===== src/hw/rtl/vbt_ram.sv =====
`timescale 1ns / 1ps

module vbt_ram #(
    parameter int WIDTH = 8,
    parameter int DEPTH = 16
) (
    input  logic                                   i_clk,
    input  logic                                   i_we,
    input  logic                                   i_re,
    input  logic [((DEPTH > 1) ? $clog2(DEPTH) : 1)-1:0] i_addr,
    input  logic [WIDTH-1:0]                       i_wdata,
    output logic [WIDTH-1:0]                       o_rdata
);

    logic [WIDTH-1:0] r_mem [DEPTH];
    logic [WIDTH-1:0] r_rdata;

    always_ff @(posedge i_clk) begin
        if (i_we) begin
            r_mem[i_addr] <= i_wdata;
        end
        if (i_re) begin
            r_rdata <= r_mem[i_addr];
        end
    end

    assign o_rdata = r_rdata;

endmodule


===== config.mk =====
export PLATFORM = sky130hd
export DESIGN_NAME = vbt_ram
export DESIGN_NICKNAME = d
export VERILOG_FILES = /design/src/hw/rtl/vbt_ram.sv
export SDC_FILE = /design/constraint.sdc
export NUM_CORES = 1
export LEC_CHECK = 0
export BUFFER_PORTS_ARGS = -buffer_cell sky130_fd_sc_hd__buf_2
export CAP_MARGIN = 20
export CORE_ASPECT_RATIO = 0.9
export CORE_MARGIN = 8
export CORE_UTILIZATION = 30
export CTS_BUF_LIST = sky130_fd_sc_hd__clkbuf_4 sky130_fd_sc_hd__clkbuf_8
export DETAILED_ROUTE_END_ITERATION = 10
export MAX_ROUTING_LAYER = met4
export SLEW_MARGIN = 10
export SYNTH_ARGS = -nofsm -noshare
export SYNTH_HDL_FRONTEND = slang
export SYNTH_SLANG_ARGS = --single-unit
export TNS_END_PERCENT = 30

===== constraint.sdc =====
create_clock -name i_clk -period 2.8 [get_ports i_clk]
set_input_delay 0.7 -clock i_clk [delete_from_list [all_inputs] [get_ports i_clk]]
set_output_delay 0.7 -clock i_clk [all_outputs]
set_load 0.005 [all_outputs]

=== After elaboration in Yosys (flattened, before gate mapping) ===
Memories as Yosys holds them, arrays and structs flattened. A register that Yosys moved wholly into a read port is not among the register bits.
Cells that the tools add are included.

* Flip-flop bits (word level): 0
* Bits in writable memories: 128
* Output and inout bits: 8
* Memories: 1

* Muxes and demuxes: 2

{| class="wikitable"
|+ Memory list
! name !! depth !! width !! rd ports !! clocked after Yosys merged registers in !! write ports !! RTL line !! RTL
|-
| r_mem || 16 || 8 || 1 || 1 || 1 || 15 || <nowiki>logic [WIDTH-1:0] r_mem [DEPTH];</nowiki>
|}

{| class="wikitable"
|+ Operator list
! kind !! number
|-
| $mux 1 || 2
|}

=== Logic depth before layout (Yosys ltp) ===
* Word-level depth: 2
* Depth in mapped cells: 5
* Mapped depth without buffers: 3

=== Worst setup path after synthesis ===
Ideal clock, no wire load.

* Path kind: input-to-reg
* From: in i_addr[2] (netlist bit)
* To: mem r_mem[0][0], enable pin
* Library setup time: 383 ps
* Arrival: 1810 ps
* Slack: 607 ps
* Cell stages on the path: 2
* Path buffers: 0
* Cell sequence: or3b_2 > nor3_1

{| class="wikitable"
|+ RTL lines
! item !! RTL line !! RTL
|-
| from (decl) || 10 || <nowiki>input logic [((DEPTH > 1) ? $clog2(DEPTH) : 1)-1:0] i_addr,</nowiki>
|-
| to (decl) || 15 ||
|}

No word-level cell before the write port.

==> out/qor.csv <==
stage;metric;value;unit
outcome;outcome;finished clean;
sta;fmax;0.512;GHz
setup_path;cpMaxStageDelayCell;buf_2;
routing;drtIter0Drc;176;
cts;cts_resized;0;
die;core_region_area;16800;um^2
cts;cts_buffer_depth;2;
setup_path;slowest_delay;0.44;ns
cts;cts_hold_buf;0;
layout;final_common_cell;edfxtp_1;
synth;avgSynthCellArea;22.4;um^2
synth;syn_nets;245;
layout;layout.nets;292;
synth;synthesis.instances;230;
routing;wirelength;9950;um
sta;hold_violations;0;
setup_path;cp.arrival;2.13;ns
global_routing;grtUsageTotal;10.1;%
die;num_rows;45;
placed_design;gp_congestion;0.717;
sta;final.setup.tns;0;ns
sta;fin_crit;1.95;ns
layout;syn_to_final_growth;15.8;%
run;drv_cap;0;
setup_path;crit_path_end_kind;flop;
die;io_pins;23;
die;dieArea;21600;um^2
setup_path;path_class;input pin to flop;
cts;clkTransAtPathRegs;0.07;ns
cts;post_cts_buffers;0;
die;die_h;140;um
die;start_util;30.6;%
sta;tightest_slew;0.761;ns
synth;synth_cell_types;17;
setup_path;critPathTopFamily;buffers and inverters;
routing;vias_per_cell;4.67;
synth;synth_top_area_share;79.3;%
power_and_ir_drop;totalPowerFinal;4000;uW
routing;vias;2337;
layout;fin_cells;500;
placed_design;post-place-ws;0.378;ns
sta;rsz0062_at_grt;no;
synth;ys_seq_area_share;79.3;%
setup_path;path_cells;buf_2, buf_4, mux4_2, a22oi_1, nand2_1;
global_routing;grt_pass1_vias;2563;
setup_path;cp-start-kind;input pin;
placed_design;port_buffers;22;
setup_path;path_max_fanout;21;
cts;insertion_delay;0.44;ns
power_and_ir_drop;power.density;671;nW/um^2
cts;root_buffer;clkbuf_8;
die;chipWidth;154;um
synth;netlist_area;5150;um^2
layout;layout_common_cells;edfxtp_1, mux4_2, buf_2;
synth;synth_area_leaders;edfxtp_1, mux4_2, a22oi_1;
sta;setup_viol;0;
layout;fill_cells;1523;
layout;drive_gt1_share;34.6;%
sta;hold_ws;0.606;ns
sta;timing_max_transition_violations_final;0;
min_path;hp-class;input pin to flop;
global_routing;grt_antenna_before_repair;0;
global_routing;grt_first_pass_wirelength;15500;um
sta;clock_skew;0.00947;ns
placed_design;dpl.hpwl;6820;um
synth;synth_seq_cells;136;
synth;yosysWarnings;0;
global_routing;grt_max_degree;29;
placed_design;dp_cells;469;
cts;cts_buffers;17;
setup_path;r2r_slack;1.29;ns
power_and_ir_drop;leakage;0.00192;uW
cts;h-tree-depth;4;
setup_path;cp.required;2.98;ns
sta;timing.slew.headroom;49.1;%
cts;cts_tree;done;
layout;antenna_cells;0;
cts;clock-sinks;136;
synth;synth.largest_area_cell;edfxtp_1;
routing;drtPass1Iterations;4;
global_routing;overflow;0;
sta;post-route-period-util;69.8;%
setup_path;path_buf_inv;2;
routing;drt-wirelength-per-cell;19.9;um
routing;ant_nets;0;
power_and_ir_drop;peakVddDrop;0.000279;V
sta;fin_ws;0.845;ns
routing;drc;0;
-- cells in the mapped netlist --
cell type and number:
nand2_1 9, and2_1 1, mux4_2 32, clkbuf_1 2, buf_2 2, clkbuf_2 1, a22oi_1 16, buf_1 4
nand3b_1 2, nor3_1 4, edfxtp_1 136, nor2b_1 2, nand3_1 1, or3b_2 1, buf_6 2, nor2_1 13
nand2b_1 2
-- cell type report --
cell class | instances | area, um^2 | share of cell area, %
clock buffers | 19 | 249 | 4.18
clock inverters | 12 | 110 | 1.85
multi-input cells | 83 | 1000 | 16.8
flip-flops and latches | 136 | 4080 | 68.5
well taps | 211 | 264 | 4.43
repair buffers | 39 | 250 | 4.20
-- sequential cells by signal, summed over array words and instances, names as in the netlist --
signal,cells
r_mem,128
o_rdata,8
-- layer usage --
layer / wire, um / part of all wire, % / GRT usage, % / vias up
li1: - / - / - / 1060
met1: 4690 / 47 / 12.4 / 1222
met2: 4720 / 47 / 15.1 / 42
met3: 413 / 4.2 / 3.51 / 13
met4: 120 / 1.2 / 3.71 / 0
met5: 0 / 0 / - / -
-- metrics by stage --
step	area (um^2)	util, %
final	5960	35.4
after global routing	5960	35.4
after CTS	5960	35.4
after detailed placement	5600	33.3
after global placement	5600	33.3
after floorplan	5150	-
-- path summary, 6_finish.rpt --
check,end,start,depth (start not counted)
setup / recovery,o_rdata[4]$_DFFE_PP_,i_addr[1],5
hold / removal,o_rdata[5]$_DFFE_PP_,i_re,1
setup reg to reg,o_rdata[0]$_DFFE_PP_,r_mem[1][0]$_DFFE_PP_,3
hold reg to reg,o_rdata[2]$_DFFE_PP_,r_mem[15][2]$_DFFE_PP_,3
-- report_power, final --
group,switching (uW),leakage (uW),total (uW),internal [uW]
logic,121,0.000490,210,88.3
registers,10.9,0.00124,2300,2290
clock network,701,0.000192,1490,786
-- kinds of logic (layout without fill, tap and decap cells) --
group | after synthesis | in the layout | synth area share (%)
DFF | 136 | 136 | 79.3
and+or+nand+nor | 35 | 35 | 3.16
muxes | 32 | 32 | 14.0
AOI/OAI and AO/OA | 16 | 16 | 2.33
buffers and inverters | 11 | 70 | 1.17
No activity file was read; power rests on OpenSTA's default activity.
