## src/hw/rtl/vbt_pkg.sv

```systemverilog
`timescale 1ns / 1ps

package vbt_pkg;

    // Defaults for the top-level parameters
    localparam int MAX_BUCKETS_DEF = 64;
    localparam int QTY_BITS_DEF    = 32;

    // Fixed field and accumulator widths
    localparam int QTY_W   = 32;
    localparam int VOL_W   = 40;
    localparam int CNT_W   = 7;
    localparam int OPEN_W  = 42;
    localparam int SUM_W   = 48;
    localparam int FRAC_W  = 16;
    localparam int RATIO_W = 17;
    localparam int OUT_W   = 24;   // ratio padded to whole bytes

    localparam logic [RATIO_W-1:0] RATIO_ONE = RATIO_W'(1) << FRAC_W;

    // Configuration register map and reset values
    localparam int CFG_IDX_W = 1;
    localparam logic [VOL_W-1:0] VOL_RESET = VOL_W'(1000000);
    localparam logic [CNT_W-1:0] CNT_RESET = CNT_W'(50);

    typedef enum logic [CFG_IDX_W-1:0] {
        REG_BUCKET_VOLUME = 1'b0,
        REG_BUCKET_COUNT  = 1'b1
    } t_reg_index;

    typedef enum logic [3:0] {
        ST_IDLE,
        ST_ADD,
        ST_CHECK,
        ST_MOD,
        ST_READ,
        ST_DIFF,
        ST_REMOVE,
        ST_INSERT,
        ST_DIV_GO,
        ST_DIV_WAIT,
        ST_DONE
    } t_state;

endpackage

```

## src/hw/rtl/vbt_div.sv

```systemverilog
`timescale 1ns / 1ps

module vbt_div
    import vbt_pkg::*;
(
    input  logic               i_clk,
    input  logic               i_rst_n,
    input  logic               i_start,
    input  logic [SUM_W-1:0]   i_num,
    input  logic [SUM_W-1:0]   i_den,
    output logic               o_done,
    output logic [RATIO_W-1:0] o_quot
);

    localparam int STEP_W = $clog2(FRAC_W);

    logic               r_busy;
    logic               r_done;
    logic [STEP_W-1:0]  r_step;
    logic [SUM_W-1:0]   r_rem;
    logic [SUM_W-1:0]   r_den;
    logic [RATIO_W-1:0] r_quot;

    logic [SUM_W:0]     w_shift;
    logic               w_fit;

    // Restoring step: remainder stays below the divisor
    assign w_shift = {r_rem, 1'b0};
    assign w_fit   = (w_shift >= {1'b0, r_den});

    always_ff @(posedge i_clk) begin
        if (!i_rst_n) begin
            r_busy <= 1'b0;
            r_done <= 1'b0;
            r_step <= '0;
        end else begin
            r_done <= 1'b0;
            if (i_start) begin
                if (i_den == '0 || i_num >= i_den) begin
                    r_done <= 1'b1;
                end else begin
                    r_busy <= 1'b1;
                    r_step <= '0;
                end
            end else if (r_busy) begin
                r_step <= r_step + STEP_W'(1);
                if (r_step == STEP_W'(FRAC_W - 1)) begin
                    r_busy <= 1'b0;
                    r_done <= 1'b1;
                end
            end
        end
    end

    always_ff @(posedge i_clk) begin
        if (i_start) begin
            r_rem <= i_num;
            r_den <= i_den;
            if (i_den == '0) begin
                r_quot <= '0;
            end else if (i_num >= i_den) begin
                r_quot <= RATIO_ONE;
            end else begin
                r_quot <= '0;
            end
        end else if (r_busy) begin
            r_rem  <= w_fit ? SUM_W'(w_shift - {1'b0, r_den}) : w_shift[SUM_W-1:0];
            r_quot <= {r_quot[RATIO_W-2:0], w_fit};
        end
    end

    assign o_done = r_done;
    assign o_quot = r_quot;

endmodule

```

## config.mk

```make
export PLATFORM = sky130hd
export DESIGN_NAME = vbt_div
export DESIGN_NICKNAME = d
export VERILOG_FILES = /design/src/hw/rtl/vbt_pkg.sv /design/src/hw/rtl/vbt_div.sv
export SDC_FILE = /design/constraint.sdc
export NUM_CORES = 1
export LEC_CHECK = 0
export CORE_ASPECT_RATIO = 1.4
export CORE_MARGIN = 3
export CORE_UTILIZATION = 50
export DETAILED_ROUTE_END_ITERATION = 8
export DONT_BUFFER_PORTS = 1
export GPL_ROUTABILITY_DRIVEN = 1
export GPL_TIMING_DRIVEN = 1
export SLEW_MARGIN = 0
export SYNTH_ARGS = -nofsm -noshare
export SYNTH_HDL_FRONTEND = slang
export SYNTH_SLANG_ARGS = --single-unit
```

## constraint.sdc

```tcl
create_clock -name i_clk -period 3.65 [get_ports i_clk]
set_clock_uncertainty 0.05 [all_clocks]
set_input_delay 0.5475 -clock i_clk [delete_from_list [all_inputs] [get_ports i_clk]]
set_output_delay 0.5475 -clock i_clk [all_outputs]
set_load 0.01 [all_outputs]
```

Word-level counts from Yosys, hierarchy flattened
Cells that the tools add are included.

$add $sub $neg: 2. Magnitude comparators: 2. Equality and inequality tests: 2. Multiplexer cells: 18. Reductions and logical operators: 4.

Operators by type and width (number): two-way mux 48 bit (3); two-way mux 17 bit (4); >= comparator 49 x 48 -> 1 bit (1); >= comparator 48 bit (1); logical NOT 48 bit (1); subtractor 48 bit (1); two-way mux 4 bit (3); two-way mux 1 bit (8); adder 4 x 1 -> 4 bit, second input constant (1); equality test 4 bit, second input constant (1); inequality test 2 bit, second input constant (1); AND reduction 2 bit (1); nonzero test 2 bit (1); logical OR 1 bit (1).

Register bits: 119. Input bits: 99. Output and inout bits: 18. Word-level logic and storage cells: 34.

Logic depth before layout (Yosys ltp)
Depth after elaboration: 4. Depth in mapped cells: 15. Gate-level depth less buffers: 12.

Worst setup path before layout
No wires, ideal clock.

Path kind: reg-to-reg. Start: register r_rem[0]. End: register r_rem[42], data pin. Library setup time: 0.272 ns. Data arrival time: 2.675 ns. Data required time: 3.328 ns. Path slack: 0.652 ns. Stages on the path, launching flop included: 13. Path buffers: 0. Clock period less this slack: 2.998 ns. Path through: edfxtp_1 > inv_1 > fa_1 > nand2b_1 > a21oi_2 > o2111ai_2 > a2111oi_4 > o22ai_2 > o41ai_2 > a31oi_1 > xnor2_1 > o211ai_1 > o311ai_1.

Word-level cells in the longest chain between the ends: 4. Elaborated cells between the ends (all ways): 5. Those cells by class: 1 x add/sub; 1 x order compare; 3 x mux.

Ends and longest elaborated chain: start: declaration (line vbt_div.sv:20) `logic [SUM_W-1:0] r_rem;`; start signal: assignment (line vbt_div.sv:57) `r_rem <= i_num;`; start signal: assignment (line vbt_div.sv:67) `r_rem <= w_fit ? SUM_W'(w_shift - {1'b0, r_den}) : w_shift[SUM_W-1:0];`; subtractor 48 bit / >= comparator 49 x 48 -> 1 bit (equally long branches) (line vbt_div.sv:67, vbt_div.sv:29); two-way mux 48 bit (*) (line vbt_div.sv:67); two-way mux 48 bit (*) (line vbt_div.sv:66) `end else if (r_busy) begin`; two-way mux 48 bit (*) (line vbt_div.sv:56) `if (i_start) begin`.

Every way passes the cells marked *; elsewhere a longest branch is shown, timed or not. The select of a mux whose other input is x is not followed. A chain may end at the register's enable or synchronous reset.

Worst setup path in the final report
Start: register r_rem[3]. End: register r_rem[31], data pin.

The elaborated chain is that of the path after synthesis.

==> out/metrics.yaml <==
worstHoldPathCells: 0
synthArstFlopShare_pct: 0
worst_setup_path_end_kind: "register"
gp_congestion: 0.907
worst_pin_slew_ps: 687
start_util_pct: 51.8
start_kind: "register"
ys_ff_latch: 119
drc_errors: 0
drive_above_1_share_pct: 9.48
tritoncts: "done"
critPathKind: "reg -> reg"
die_w_um: 122
routed_wl_um: 25500
hold_path_class: "in -> reg"
arrival_ps: 3590
via_per_inst: 6.06
design_area_um2: 10400
die_h_um: 169
synth_warnings: 0
grt_pass1_wl_um: 41500
grtUsageTotal_pct: 25.6
rows: 58
synth_area_um2: 9470
wl_met3_um: 1310
synthesis.nets: 1213
required_ps: 3850
met2_length_um: 13100
ant_nets: 0
grt_pass1_vias: 8163
clock-sinks: 119
fin_nets: 1218
place_area_um2: 9780
cap_violations: 0
synth_cell_types: 80
clock_path_buffers: 2
antenna_found_initial: 0
synth.most_common_cell: "inv_1"
antenna_cells: 0
drt_iter0_markers: 585
p_leak_nw: 4.46
hp-start: "i_den[26]"
finalCriticalPeriod_ps: 3390
io_buffer_count: 0
grt_overflow: 0
hpwl_um: 19400
numCtsBuffers: 17
cts.repair.resized: 0
routedWlPerCell_um: 20.0
synth_area_leaders: "edfxtp_1, ha_1, inv_1"
slew_headroom_pct: 54.1
min_period_over_period_pct: 93.0
slew_violations: 0
setup_viol: 0
io_pins: 117
dr.pass1.iters: 5
rrSetupSlack_ps: 260
fmax_mhz: 295
rr_startpoint: "r_rem[3]$_DFFE_PP_"
num_vias: 7724
min_to: "r_den[26]$_DFFE_PP_"
netlist.area_leader.share_pct: 35.8
hold_viol: 0
p_per_area_nw_per_um2: 620
crit_fanout: 6
synth_top_area_cell: "edfxtp_1"
ctsHoldBuffers: 0
rsz0062_at_grt: "no"
synth_edf_count: 113
syn2layout_area_growth_pct: 9.89
grt_max_degree: 168
status: "complete, no violations"
worstSkewPairLatency_ps: 430
synth_common_cells: "inv_1, edfxtp_1, ha_1, nand2_1, a21oi_1"
synth_top_flop_cell: "edfxtp_1"
htree_levels: 4
cts_root_buf: "clkbuf_16"
ir_drop_mv: 0.307
clk_pin_slew_ps: 60
synthCells: 1016
r2r_cells: 12
fin_setup_tns_ps: 0
synth.avg_cell_area_um2: 9.32
core_um2: 18300
seq_area_frac_synth_pct: 37.1
met1Wirelength_um: 10300
dieArea_um2: 20700
highest_layer: "met4"
timing.rr.end: "r_rem[31]$_DFFE_PP_"
## per-stage QoR
| step | std cells | hold WS, ps | total power, W | worst slack, ps | util [%] |
|---|---|---|---|---|---|
| detailed placement | 1240 | 438 | 0.00467 | 177 | 53.5 |
| CTS | 1272 | 148 | 0.00647 | 220 | 56.8 |
| floorplan | 1016 | 399 | 0.00400 | 652 | - |
| finish | 1274 | 162 | 0.00645 | 257 | 56.9 |
| global placement | 1240 | 418 | 0.00467 | 229 | 53.5 |
| global route | 1274 | 143 | 0.00687 | 68.5 | 56.9 |
## per-layer routing
metal	global-route usage, %	vias up
met5	0	-
met4	10.0	0
met3	5.51	28
met2	44.7	189
met1	30.5	3731
li1	-	3776
## state kept, by name, summed over array words and instances (netlist names)
register  count
r_den        48
r_busy        1
o_quot       17
o_done        1
r_rem        48
r_step        4
## where the power goes
| group | leakage (nW) | total [W] | switching (W) | internal, W |
|---|---|---|---|---|
| sequential | 1.18 | 0.00194 | 0.000133 | 0.00180 |
| combinational | 2.98 | 0.00274 | 0.00161 | 0.00113 |
| clock | 0.296 | 0.00178 | 0.000688 | 0.00109 |
| total | 4.46 | 0.00645 | 0.00243 | 0.00402 |
## cell usage in the layout (no fill, tap or decap), drive strengths merged, types with 8 or more instances in the layout
master / count
buf: 36
o21bai: 8
o211ai: 45
xor2: 15
o21ai: 43
nor4: 16
nand2: 91
nand2b: 12
nor2b: 25
ha: 97
o21a: 8
inv: 155
a21o: 32
nand3: 10
a31oi: 11
edfxtp: 113
o311ai: 43
xnor2: 25
clkbuf: 17
nor2: 29
nand4: 29
nor3: 8
a21oi: 76
## timing repair
action,in CTS,in global routing
endpoints found under the hold margin,0,0
buffers inserted,0,2
endpoints found under the setup margin,0,8
## area by class of cell
type | instances | area, µm²
Fill cell | 1735 | 7880
Tap cell | 240 | 300
Clock buffer | 17 | 425
Inverter | 149 | 559
Multi-Input combinational cell | 698 | 5110
Clock inverter | 15 | 189
Timing Repair Buffer | 36 | 308
Sequential cell | 119 | 3510
## worst max-delay path, stage by stage, from the launching register on
cell      delay [ps]
edfxtp_1         400
ha_1             410
a21oi_1          200
nand2_1           90
o221ai_2         290
o21ai_1          170
a21oi_2          210
nor2_2            90
a21oi_2          230
a21oi_4          120
buf_4            180
or4b_2           640
o211ai_1         140
## cell families (layout without fill, tap and decap cells)
group | after synthesis | count (layout) | synth area share [%]
adder cells (fa/ha/maj) | 98 | 98 | 13.0
XOR/XNOR | 40 | 40 | 3.70
AO/OA/AOI/OAI | 314 | 314 | 23.8
flip-flops | 119 | 119 | 37.1
buffers and inverters | 199 | 217 | 9.09
AND/OR/NAND/NOR | 246 | 246 | 13.3
## worst max path at each step
stage                        from                      to  slack [ps]
2_1_floorplan  r_rem[0]$_DFFE_PP_     r_rem[42]$_DFFE_PP_         650
3_3_place_gp             i_den[9]  r_step[2]$_SDFFE_PN0P_         230
3_5_place_dp             i_den[9]  r_step[2]$_SDFFE_PN0P_         180
4_1_cts        r_rem[3]$_DFFE_PP_     r_rem[45]$_DFFE_PP_         220
5_1_grt        r_rem[3]$_DFFE_PP_     r_rem[31]$_DFFE_PP_          70
6_report       r_rem[3]$_DFFE_PP_     r_rem[31]$_DFFE_PP_         260
(Power assumes the default switching activity.)
